==> config.mk <==
export PLATFORM = sky130hd
export DESIGN_NAME = prime_check_and_multiplicity_unit
export DESIGN_NICKNAME = d
export VERILOG_FILES = /design/src/hw/rtl/pcm_pkg.sv /design/src/hw/rtl/pcm_divider.sv /design/src/hw/rtl/pcm_datapath.sv /design/src/hw/rtl/pcm_controller.sv /design/src/hw/rtl/prime_check_and_multiplicity_unit.sv
export SDC_FILE = /design/constraint.sdc
export NUM_CORES = 1
export LEC_CHECK = 0
export BUFFER_PORTS_ARGS = -buffer_cell sky130_fd_sc_hd__buf_4
export CORE_MARGIN = 3
export CORE_UTILIZATION = 57
export CTS_CLUSTER_SIZE = 30
export DETAILED_ROUTE_END_ITERATION = 6
export PLACE_DENSITY = 0.78
export SYNTH_ARGS = -nofsm -noshare
export SYNTH_HDL_FRONTEND = slang
export SYNTH_SLANG_ARGS = --single-unit
==> constraint.sdc <==
create_clock -name clock -period 4.5 [get_ports clock]
set_input_delay 0 -clock clock [delete_from_list [all_inputs] [get_ports clock]]
set_output_delay 0 -clock clock [all_outputs]
set_load 0.02 [all_outputs]
==> src/hw/rtl/pcm_pkg.sv <==
// shared constants and controller/datapath interface structs for the prime check
// and multiplicity unit; no dependencies
package pcm_pkg;

   localparam int DATA_WIDTH  = 32;
   localparam int MULT_WIDTH  = 5;
   localparam int COUNT_WIDTH = $clog2(DATA_WIDTH + 1);
   localparam logic [MULT_WIDTH-1:0] MULT_MAX = MULT_WIDTH'(31);

   // commands from the controller to the datapath
   typedef struct packed {
      logic load;           // capture input beat, reset divisor and count
      logic div_start;      // launch one division
      logic div_sel_val;    // 1: value / base_prime, 0: base_prime / trial divisor
      logic trial_step;     // advance trial divisor and its square
      logic val_step;       // take quotient as new value, bump count
      logic set_verdict;
      logic verdict_value;
      logic out_load;       // move verdict and count into the output register
   } pcm_cmd_type;

   // status from the datapath to the controller
   typedef struct packed {
      logic pre_ok;         // value positive, candidate above one and not even above two
      logic sq_le_p;        // trial divisor squared does not exceed candidate
      logic div_done;
      logic rem_zero;
      logic out_free;       // output register can take a result this cycle
   } pcm_status_type;

endpackage

==> src/hw/rtl/pcm_divider.sv <==
// restoring unsigned divider, one quotient bit per cycle
// depends on pcm_pkg
module pcm_divider (
   input  logic                            clock,
   input  logic                            reset,
   input  logic                            start,
   input  logic [pcm_pkg::DATA_WIDTH-1:0]  dividend,
   input  logic [pcm_pkg::DATA_WIDTH-1:0]  divisor,
   output logic                            done,
   output logic [pcm_pkg::DATA_WIDTH-1:0]  quotient,
   output logic [pcm_pkg::DATA_WIDTH-1:0]  remainder
);

   logic                                busy_ff, busy_in;
   logic                                done_ff, done_in;
   logic [pcm_pkg::COUNT_WIDTH-1:0]     count_ff, count_in;
   logic [pcm_pkg::DATA_WIDTH-1:0]      quo_ff, quo_in;
   logic [pcm_pkg::DATA_WIDTH-1:0]      rem_ff, rem_in;
   logic [pcm_pkg::DATA_WIDTH-1:0]      dvs_ff, dvs_in;
   logic [pcm_pkg::DATA_WIDTH:0]        rem_shift;
   logic [pcm_pkg::DATA_WIDTH:0]        rem_diff;

   assign rem_shift = {rem_ff, quo_ff[pcm_pkg::DATA_WIDTH-1]};
   assign rem_diff  = rem_shift - {1'b0, dvs_ff};

   always_comb begin
      busy_in  = busy_ff;
      done_in  = 1'b0;
      count_in = count_ff;
      quo_in   = quo_ff;
      rem_in   = rem_ff;
      dvs_in   = dvs_ff;
      if (start) begin
         busy_in  = 1'b1;
         count_in = '0;
         quo_in   = dividend;
         rem_in   = '0;
         dvs_in   = divisor;
      end else if (busy_ff) begin
         if (!rem_diff[pcm_pkg::DATA_WIDTH]) begin
            rem_in = rem_diff[pcm_pkg::DATA_WIDTH-1:0];
            quo_in = {quo_ff[pcm_pkg::DATA_WIDTH-2:0], 1'b1};
         end else begin
            rem_in = rem_shift[pcm_pkg::DATA_WIDTH-1:0];
            quo_in = {quo_ff[pcm_pkg::DATA_WIDTH-2:0], 1'b0};
         end
         count_in = count_ff + pcm_pkg::COUNT_WIDTH'(1);
         if (count_ff == pcm_pkg::COUNT_WIDTH'(pcm_pkg::DATA_WIDTH - 1)) begin
            busy_in = 1'b0;
            done_in = 1'b1;
         end
      end
   end

   always_ff @(posedge clock) begin
      if (reset) begin
         busy_ff <= 1'b0;
         done_ff <= 1'b0;
      end else begin
         busy_ff <= busy_in;
         done_ff <= done_in;
      end
      count_ff <= count_in;
      quo_ff   <= quo_in;
      rem_ff   <= rem_in;
      dvs_ff   <= dvs_in;
   end

   assign done      = done_ff;
   assign quotient  = quo_ff;
   assign remainder = rem_ff;

endmodule

==> src/hw/rtl/pcm_datapath.sv <==
// datapath: input registers, trial divisor and square, shared divider, count,
// output register; depends on pcm_pkg and pcm_divider
module pcm_datapath (
   input  logic                                 clock,
   input  logic                                 reset,
   input  logic [pcm_pkg::DATA_WIDTH-1:0]       req_value,
   input  logic [pcm_pkg::DATA_WIDTH-1:0]       req_base_prime,
   input  pcm_pkg::pcm_cmd_type                 cmd,
   output pcm_pkg::pcm_status_type              status,
   output logic                                 rsp_valid,
   input  logic                                 rsp_ready,
   output logic                                 rsp_valid_res,
   output logic [pcm_pkg::MULT_WIDTH-1:0]       rsp_multiplicity
);

   localparam int W = pcm_pkg::DATA_WIDTH;

   logic [W-1:0]                     n_ff, n_in;
   logic [W-1:0]                     p_ff, p_in;
   logic [W-1:0]                     d_ff, d_in;
   logic [2*W-1:0]                   sq_ff, sq_in;
   logic [pcm_pkg::MULT_WIDTH-1:0]   count_ff, count_in;
   logic                             verdict_ff, verdict_in;
   logic                             out_valid_ff, out_valid_in;
   logic                             out_res_ff, out_res_in;
   logic [pcm_pkg::MULT_WIDTH-1:0]   out_mult_ff, out_mult_in;

   logic [W-1:0]                     div_dividend;
   logic [W-1:0]                     div_divisor;
   logic                             div_done;
   logic [W-1:0]                     div_quotient;
   logic [W-1:0]                     div_remainder;

   logic                             n_pos;
   logic                             p_pos;
   logic                             p_gt1;
   logic                             p_even_gt2;

   assign div_dividend = cmd.div_sel_val ? n_ff : p_ff;
   assign div_divisor  = cmd.div_sel_val ? p_ff : d_ff;

   pcm_divider u_divider (
      .clock     (clock),
      .reset     (reset),
      .start     (cmd.div_start),
      .dividend  (div_dividend),
      .divisor   (div_divisor),
      .done      (div_done),
      .quotient  (div_quotient),
      .remainder (div_remainder)
   );

   assign n_pos      = !n_ff[W-1] && (n_ff != '0);
   assign p_pos      = !p_ff[W-1] && (p_ff != '0);
   assign p_gt1      = p_ff > W'(1);
   assign p_even_gt2 = (p_ff > W'(2)) && !p_ff[0];

   always_comb begin
      n_in         = n_ff;
      p_in         = p_ff;
      d_in         = d_ff;
      sq_in        = sq_ff;
      count_in     = count_ff;
      verdict_in   = verdict_ff;
      out_valid_in = out_valid_ff;
      out_res_in   = out_res_ff;
      out_mult_in  = out_mult_ff;
      if (cmd.load) begin
         n_in     = req_value;
         p_in     = req_base_prime;
         d_in     = W'(2);
         sq_in    = (2*W)'(4);
         count_in = '0;
      end
      if (cmd.trial_step) begin
         // (d+1)^2 = d^2 + 2d + 1
         d_in  = d_ff + W'(1);
         sq_in = sq_ff + {{W{1'b0}}, d_ff} + {{W{1'b0}}, d_ff} + (2*W)'(1);
      end
      if (cmd.val_step) begin
         n_in = div_quotient;
         if (count_ff != pcm_pkg::MULT_MAX) begin
            count_in = count_ff + pcm_pkg::MULT_WIDTH'(1);
         end
      end
      if (cmd.set_verdict) begin
         verdict_in = cmd.verdict_value;
      end
      if (out_valid_ff && rsp_ready) begin
         out_valid_in = 1'b0;
      end
      if (cmd.out_load) begin
         out_valid_in = 1'b1;
         out_res_in   = verdict_ff;
         out_mult_in  = verdict_ff ? count_ff : '0;
      end
   end

   always_ff @(posedge clock) begin
      if (reset) begin
         out_valid_ff <= 1'b0;
      end else begin
         out_valid_ff <= out_valid_in;
      end
      n_ff        <= n_in;
      p_ff        <= p_in;
      d_ff        <= d_in;
      sq_ff       <= sq_in;
      count_ff    <= count_in;
      verdict_ff  <= verdict_in;
      out_res_ff  <= out_res_in;
      out_mult_ff <= out_mult_in;
   end

   always_comb begin
      status.pre_ok   = n_pos && p_pos && p_gt1 && !p_even_gt2;
      status.sq_le_p  = sq_ff <= {{W{1'b0}}, p_ff};
      status.div_done = div_done;
      status.rem_zero = div_remainder == '0;
      status.out_free = !out_valid_ff || rsp_ready;
   end

   assign rsp_valid        = out_valid_ff;
   assign rsp_valid_res    = out_res_ff;
   assign rsp_multiplicity = out_mult_ff;

endmodule

==> src/hw/rtl/pcm_controller.sv <==
// sequencer for trial division and valuation loops
// depends on pcm_pkg
module pcm_controller (
   input  logic                      clock,
   input  logic                      reset,
   input  logic                      req_valid,
   output logic                      req_ready,
   input  pcm_pkg::pcm_status_type   status,
   output pcm_pkg::pcm_cmd_type      cmd
);

   localparam logic [2:0] ST_IDLE       = 3'd0;
   localparam logic [2:0] ST_CHECK      = 3'd1;
   localparam logic [2:0] ST_TRIAL_TEST = 3'd2;
   localparam logic [2:0] ST_TRIAL_WAIT = 3'd3;
   localparam logic [2:0] ST_VAL_START  = 3'd4;
   localparam logic [2:0] ST_VAL_WAIT   = 3'd5;
   localparam logic [2:0] ST_FINISH     = 3'd6;

   logic [2:0] state_ff, state_in;

   always_comb begin
      state_in = state_ff;
      cmd      = '0;
      unique case (state_ff)
         ST_IDLE: begin
            if (req_valid) begin
               cmd.load = 1'b1;
               state_in = ST_CHECK;
            end
         end
         ST_CHECK: begin
            if (status.pre_ok) begin
               state_in = ST_TRIAL_TEST;
            end else begin
               cmd.set_verdict   = 1'b1;
               cmd.verdict_value = 1'b0;
               state_in          = ST_FINISH;
            end
         end
         ST_TRIAL_TEST: begin
            if (status.sq_le_p) begin
               cmd.div_start = 1'b1;
               state_in      = ST_TRIAL_WAIT;
            end else begin
               // no divisor found: candidate is prime
               state_in = ST_VAL_START;
            end
         end
         ST_TRIAL_WAIT: begin
            if (status.div_done) begin
               if (status.rem_zero) begin
                  cmd.set_verdict   = 1'b1;
                  cmd.verdict_value = 1'b0;
                  state_in          = ST_FINISH;
               end else begin
                  cmd.trial_step = 1'b1;
                  state_in       = ST_TRIAL_TEST;
               end
            end
         end
         ST_VAL_START: begin
            cmd.div_start   = 1'b1;
            cmd.div_sel_val = 1'b1;
            state_in        = ST_VAL_WAIT;
         end
         ST_VAL_WAIT: begin
            cmd.div_sel_val = 1'b1;
            if (status.div_done) begin
               if (status.rem_zero) begin
                  cmd.val_step = 1'b1;
                  state_in     = ST_VAL_START;
               end else begin
                  cmd.set_verdict   = 1'b1;
                  cmd.verdict_value = 1'b1;
                  state_in          = ST_FINISH;
               end
            end
         end
         ST_FINISH: begin
            if (status.out_free) begin
               cmd.out_load = 1'b1;
               state_in     = ST_IDLE;
            end
         end
         default: begin
            state_in = ST_IDLE;
         end
      endcase
   end

   always_ff @(posedge clock) begin
      if (reset) begin
         state_ff <= ST_IDLE;
      end else begin
         state_ff <= state_in;
      end
   end

   assign req_ready = state_ff == ST_IDLE;

endmodule

==> src/hw/rtl/prime_check_and_multiplicity_unit.sv <==
// top level of the prime check and multiplicity unit
// depends on pcm_pkg, pcm_controller, pcm_datapath
//
//   port group  direction  contents
//   req_        in         value, base_prime (32-bit two's complement)
//   rsp_        out        valid_res, multiplicity (5 bits)
//
// one item at a time; a trivially rejected pair goes from IDLE through CHECK
// and FINISH back to IDLE; a prime candidate p runs one bit-serial division
// per trial divisor, for floor(sqrt(p)) - 1 divisors, plus one valuation
// division per factor p in the value, counting the last one that leaves a remainder
// reset is synchronous and clears the sequencer and the output valid
// a result waits in the output register while the next beat is taken;
// the unit stalls only when a second result is ready and the first is unread
module prime_check_and_multiplicity_unit (
   input  logic                              clock,
   input  logic                              reset,
   input  logic                              req_valid,
   output logic                              req_ready,
   input  logic signed [pcm_pkg::DATA_WIDTH-1:0] req_value,
   input  logic signed [pcm_pkg::DATA_WIDTH-1:0] req_base_prime,
   output logic                              rsp_valid,
   input  logic                              rsp_ready,
   output logic                              rsp_valid_res,
   output logic [pcm_pkg::MULT_WIDTH-1:0]    rsp_multiplicity
);

   pcm_pkg::pcm_cmd_type    cmd;
   pcm_pkg::pcm_status_type status;

   pcm_controller u_controller (
      .clock     (clock),
      .reset     (reset),
      .req_valid (req_valid),
      .req_ready (req_ready),
      .status    (status),
      .cmd       (cmd)
   );

   pcm_datapath u_datapath (
      .clock            (clock),
      .reset            (reset),
      .req_value        (req_value),
      .req_base_prime   (req_base_prime),
      .cmd              (cmd),
      .status           (status),
      .rsp_valid        (rsp_valid),
      .rsp_ready        (rsp_ready),
      .rsp_valid_res    (rsp_valid_res),
      .rsp_multiplicity (rsp_multiplicity)
   );

endmodule

**Yosys cells after proc, flatten, opt, wreduce, memory -nomap -nowiden**

Cells that the tools add are included.

- Mux-type cells: 48
- Equality and inequality tests: 12
- Bitwise gates (word level): 1
- Reductions and logical operators: 24
- Add/sub/neg operators: 7
- Order comparisons: 3

Operators with widths:

| kind | number |
|---|---|
| 32-bit two-way mux | 9 |
| 64-bit by 32-bit adder with 64-bit output | 2 |
| 64-bit two-way mux | 2 |
| 64-bit by 1-bit adder with 64-bit output, second input constant | 1 |
| 64-bit by 32-bit less-or-equal comparator with 1-bit output | 1 |
| 32-bit nonzero test | 2 |
| 33-bit by 32-bit subtractor with 33-bit output | 1 |
| 32-bit by 1-bit adder with 32-bit output, second input constant | 1 |
| 32-bit by 1-bit > comparator with 1-bit output, second input constant | 1 |
| 32-bit by 2-bit > comparator with 1-bit output, second input constant | 1 |
| 32-bit zero test | 1 |
| 3-bit two-way mux | 8 |
| 3-bit one-hot mux with 7 select lines | 1 |
| 1-bit two-way mux | 18 |
| 5-bit two-way mux | 3 |
| 2-bit two-way mux | 5 |
| 3-bit equality test, second input constant | 3 |
| 2-bit nonzero test | 4 |
| 1-bit logical AND | 7 |
| 6-bit by 1-bit adder with 6-bit output, second input constant | 1 |
| 3-bit by 2-bit equality test with 1-bit output, second input constant | 2 |
| 6-bit by 5-bit equality test with 1-bit output, second input constant | 1 |
| 2-bit one-hot mux with 3 select lines | 1 |
| 5-bit by 1-bit adder with 5-bit output, second input constant | 1 |
| other kinds (12) | 18 |

- Input port bits: 68
- Register bits after elaboration: 280
- Output and inout bits: 8
- Logic and storage cells: 111

**Depth between registers and ports, before layout**

- Depth after elaboration: 7
- Depth in mapped cells: 13
- Gate-level depth less buffers: 12

**Modules after synthesis**

From an unflattened synthesis, not the netlist that was laid out.

- Cells, all modules: 1700
- Area, all modules: 17426.7 um2

Modules (own cells, without submodules):

| module | area an instance (um2) | cells each | instances | sequential area each (um2) |
|---|---|---|---|---|
| pcm_datapath | 11068.1 | 1084 | 1 | 5134.9 |
| pcm_divider | 5969.5 | 565 | 1 | 2722.6 |
| pcm_controller | 389.1 | 51 | 1 | 60.1 |

**Worst setup path before layout**

OpenSTA, ideal clock, no wires.

- Kind: flip-flop to flip-flop
- From: register u_datapath.u_divider.rem_ff (netlist bit u_datapath.u_divider.remainder[24])
- To: register u_datapath.d_ff[0] (enable)
- Path slack: 0.059 ns
- Period minus slack after synthesis: 4.441 ns
- Cell stages (with the launch flop): 9
- Path buffers: 3
- Data arrival time: 3.538 ns
- Library setup time: 0.902 ns
- Data required time: 3.598 ns
- Cell sequence: dfxtp_1 nor4_1 nand4_1 nor2_1 or3_1 clkbuf_1 clkbuf_1 buf_1 nand2_1

- Cells in the longest elaborated chain, start to end: 5

RTL lines:

| item | line | RTL |
|---|---|---|
| start: declaration | pcm_divider.sv:18 | `logic [pcm_pkg::DATA_WIDTH-1:0] rem_ff, rem_in;` |
| start signal: assignment | pcm_divider.sv:65 | `rem_ff <= rem_in;` |
| 32-bit zero test | pcm_datapath.sv:119 | `status.rem_zero = div_remainder == '0;` |
| 1-bit two-way mux | pcm_controller.sv:52 | `if (status.rem_zero) begin` |
| 1-bit two-way mux | pcm_controller.sv:51 | `if (status.div_done) begin` |
| 1-bit two-way mux | pcm_controller.sv:25 | `unique case (state_ff)` |
| 2-bit nonzero test (no line) | n/a |  |
| end signal: assignment | pcm_datapath.sv:107 | `d_ff <= d_in;` |
| end: declaration | pcm_datapath.sv:20 | `logic [W-1:0] d_ff, d_in;` |

No other way between the ends.
A chain may end at the register's enable or synchronous reset.

**Final worst setup path**

- From: register u_datapath.p_ff[27]
- To: register u_datapath.u_divider.quo_ff (netlist bit u_datapath.u_divider.quotient[10]) (data pin)

- Cells in the longest elaborated chain, start to end: 4

RTL lines:

| item | line | RTL |
|---|---|---|
| start: declaration | pcm_datapath.sv:19 | `logic [W-1:0] p_ff, p_in;` |
| start signal: assignment | pcm_datapath.sv:106 | `p_ff <= p_in;` |
| 64-bit by 32-bit less-or-equal comparator with 1-bit output | pcm_datapath.sv:117 | `status.sq_le_p = sq_ff <= {{W{1'b0}}, p_ff};` |
| 1-bit two-way mux | pcm_controller.sv:42 | `if (status.sq_le_p) begin` |
| 1-bit one-hot mux with 2 select lines | pcm_controller.sv:25 |  |
| 32-bit two-way mux | pcm_divider.sv:33 | `if (start) begin` |
| named net u_datapath.u_divider.quo_in (one bit) | pcm_divider.sv:17 | `logic [pcm_pkg::DATA_WIDTH-1:0] quo_ff, quo_in;` |
| end signal: assignment | pcm_divider.sv:64 | `quo_ff <= quo_in;` |
| end: declaration | pcm_divider.sv:17 |  |

The timed path passes the listed nets, and every way through them passes these cells.

==> impl_results.md <==
* First-pass GRT wire length at 70,700 um
* Clock transition at path regs at 80 ps
* Sink Count at 280
* Skew-Pair Late Insertion Delay at 570 ps
* Clock Skews at 20.9 ps
* Worst Setup End Kind: register
* CTS buffer count at 30
* Post-route clock period utilization at 88.0%
* Synth cell count leaders: edfxtp_1, nor2_1, a21oi_1
* Failing checks: DRC
* CP startpoint kind: register
* CP Max Fanout at 135
* Vias in the first global route at 13,400
* Cell Chain, Critical Path: inv_1 -> ha_1 -> nand4_1 -> nor4_1 -> nand3_1 -> o21a_1 -> nor4_1 -> o21a_4 -> buf_12 -> nor2_1 -> a21oi_1
* CTS tree: built
* Buf+Inv Stages, Crit Path at 2
* Largest net degree at the start of global routing at 136
* Gate Count Post-Synth at 1,676
* Ports at 76
* Htree depth at 1
* Critical path's largest stage delay at 630 ps
* RePlAce Congestion at 0.951
* Initial antenna violation count at 0
* Slowest CP cell: nor4_1
* Chip Width at 177 um
* Ant diodes at 0
* #FFs+latches synth at 280
* Fin crit period at 3960 ps
* Drt via density at 6.23
* Ranking of synthesized cells by area: edfxtp_1, ha_1, dfxtp_1
* Syn_area_per_cell at 9.99 um^2
* DRC viols at 7
* Ratio of cells with drive above 1 in the final layout at 12.2%
* Max Fclk at 0.252 GHz
* Finished Core Util at 67.5%
* Vias after detailed routing at 13,700
* Initial DRC Count at 1,442
* Die Height at 177 um
* Critical Setup Path Class: reg -> reg
* P per Cell Area at 557 mW/mm^2
* Dpl hpwl at 30,300 um
* GRT Total Usage at 28.2%
* Final setup margin at 538 ps
* Initial Util at 58.0%
* Rows at 62
* Initial DRT Pass Iterations at 7
* Peak supply drop at 0.488 mV
* Asr flop ratio synth at 0%
* # fillers at 2,111
* Sequential share of the synthesized area at 47.3%
* Post-synth net total at 1,846
* Leak at 0.00751 uW
* Global route total overflow at 0
* Fin Hold WS at 152 ps
* Post-synth top area share at 41.4%
* Top delay family on crit path: simple AND/OR/NAND/NOR gates
* Yosys warns at 0
* Final Setup Violations at 0
* Outcome: finished with violations
* WL per Instance at 20.3 um
* Root Buffer: clkbuf_16
* Final net count at 1,967
* Arrival time worst endpoint at 4310 ps
* Final hold violation count at 0
* CTS Buffer Depth at 3
* PostCTS Resize Cnt at 0
* Max cap viols at 0
* Yosys top cell by area: edfxtp_1
* Post-synthesis cell type count at 65
* Max_slew headroom at 30.3%
* Core area at 0.0289 mm^2
* Post-synth top flop: edfxtp_1
* Least-Margin Pin Slew at 1030 ps
* Worst Hold Class: in -> reg
* Post-DRT Antenna Nets at 0
* Pre-CTS setup slack at 700 ps
* Setup total negative slack at 0 ps
* Most used cell along the critical path: nor4_1
* Final WL at 44,800 um
* Count leader, synth: edfxtp_1
* Fin. max-slew vios at 0
* IO Port Bufs at 75
* Post-synth EDFFs at 231
* Worst EP required at 4850 ps
* Area growth from synthesis to layout at 16.4%
* Total power at 10,900 uW
* Die Footprint at 0.0315 mm^2
* Unrepaired setup endpoints after global routing: false
* Post-Syn Area at 0.0167 mm^2
-- metrics by stage --
| step | instances | instance area [um^2] |
|---|---|---|
| floorplan | 1676 | 16700 |
| global placement | 2082 | 17700 |
| detailed placement | 2082 | 17700 |
| CTS | 2205 | 19500 |
| global route | 2205 | 19500 |
| finish | 2205 | 19500 |
-- path summary, 6_finish.rpt --
path	start	endpoint	slack [ps]	depth (start not counted)
hold / removal	req_base_prime[24]	u_datapath.p_ff[24]	150	2
setup / recovery	u_datapath.p_ff[27]	u_datapath.u_divider.quotient[10]	540	11
setup reg to reg	u_datapath.p_ff[27]	u_datapath.u_divider.quotient[10]	540	11
hold reg to reg	u_datapath.count_ff[4]	u_datapath.count_ff[4]	490	2
-- final cells by class --
cell class | count | area, um^2 | area share, %
Clock buffer | 32 | 779 | 4.00
Timing Repair Buffer | 158 | 1380 | 7.08
Multi-Input combinational cell | 1240 | 8260 | 42.4
Tap cell | 384 | 480 | 2.47
Sequential cell | 280 | 7920 | 40.7
Clock inverter | 24 | 340 | 1.75
Inverter | 87 | 327 | 1.68
-- placed cells by master, fill, tap and decap left out, types with 57 or more instances in the layout --
master	netlist	layout
inv_1	87	87
xor2_1	57	57
dlygate4sd3_1	0	67
nand2_1	111	110
ha_1	100	100
mux2_2	61	61
buf_4	2	89
a21oi_1	151	151
edfxtp_1	231	231
nor2_1	227	226
-- layer usage --
| metal | track usage, % | vias to the layer above | routed length (um) |
|---|---|---|---|
| met2 | 46.3 | 644 | 20900 |
| met5 | 0 | - | 0 |
| li1 | - | 6419 | - |
| met3 | 4.11 | 152 | 3390 |
| met1 | 37.2 | 6533 | 18200 |
| met4 | 12.7 | 0 | 2390 |
-- state kept, by name, indices dropped and copies added, names as in the netlist --
register / cells
u_datapath.u_divider.remainder: 32
u_datapath.rsp_valid_res: 1
u_controller.state_ff: 3
u_datapath.n_ff: 32
u_datapath.u_divider.dvs_ff: 32
u_datapath.d_ff: 32
u_datapath.u_divider.quotient: 32
u_datapath.sq_ff: 64
u_datapath.rsp_multiplicity: 5
u_datapath.rsp_valid: 1
u_datapath.count_ff: 5
u_datapath.u_divider.count_ff: 6
u_datapath.p_ff: 32
u_datapath.u_divider.done: 1
u_datapath.verdict_ff: 1
u_datapath.u_divider.busy_ff: 1
-- power by group --
| group | internal, uW | switching (uW) | leakage, uW | total (uW) |
|---|---|---|---|---|
| Combinational | 1640 | 2420 | 0.00436 | 4060 |
| Clock | 1720 | 1090 | 0.000546 | 2810 |
| Sequential | 3470 | 515 | 0.00260 | 3980 |
| Total | 6830 | 4030 | 0.00751 | 10900 |
-- logic make-up after synthesis --
family,count (synthesis),synth area share (%)
flip-flops,280,47.3
AND/OR/NAND/NOR,577,16.3
buffers and inverters,156,3.61
AO/OA/AOI/OAI,377,14.4
XOR/XNOR,104,5.44
adder cells (fa/ha/maj),102,7.71
multiplexers,80,5.24
-- repair_timing --
action	4_1_cts	5_1_grt
setup buffers	0	0
endpoints found under the setup margin	0	0
hold buffers	67	0
endpoints found under the hold margin	73	0
No activity file was read; power rests on OpenSTA's default activity.
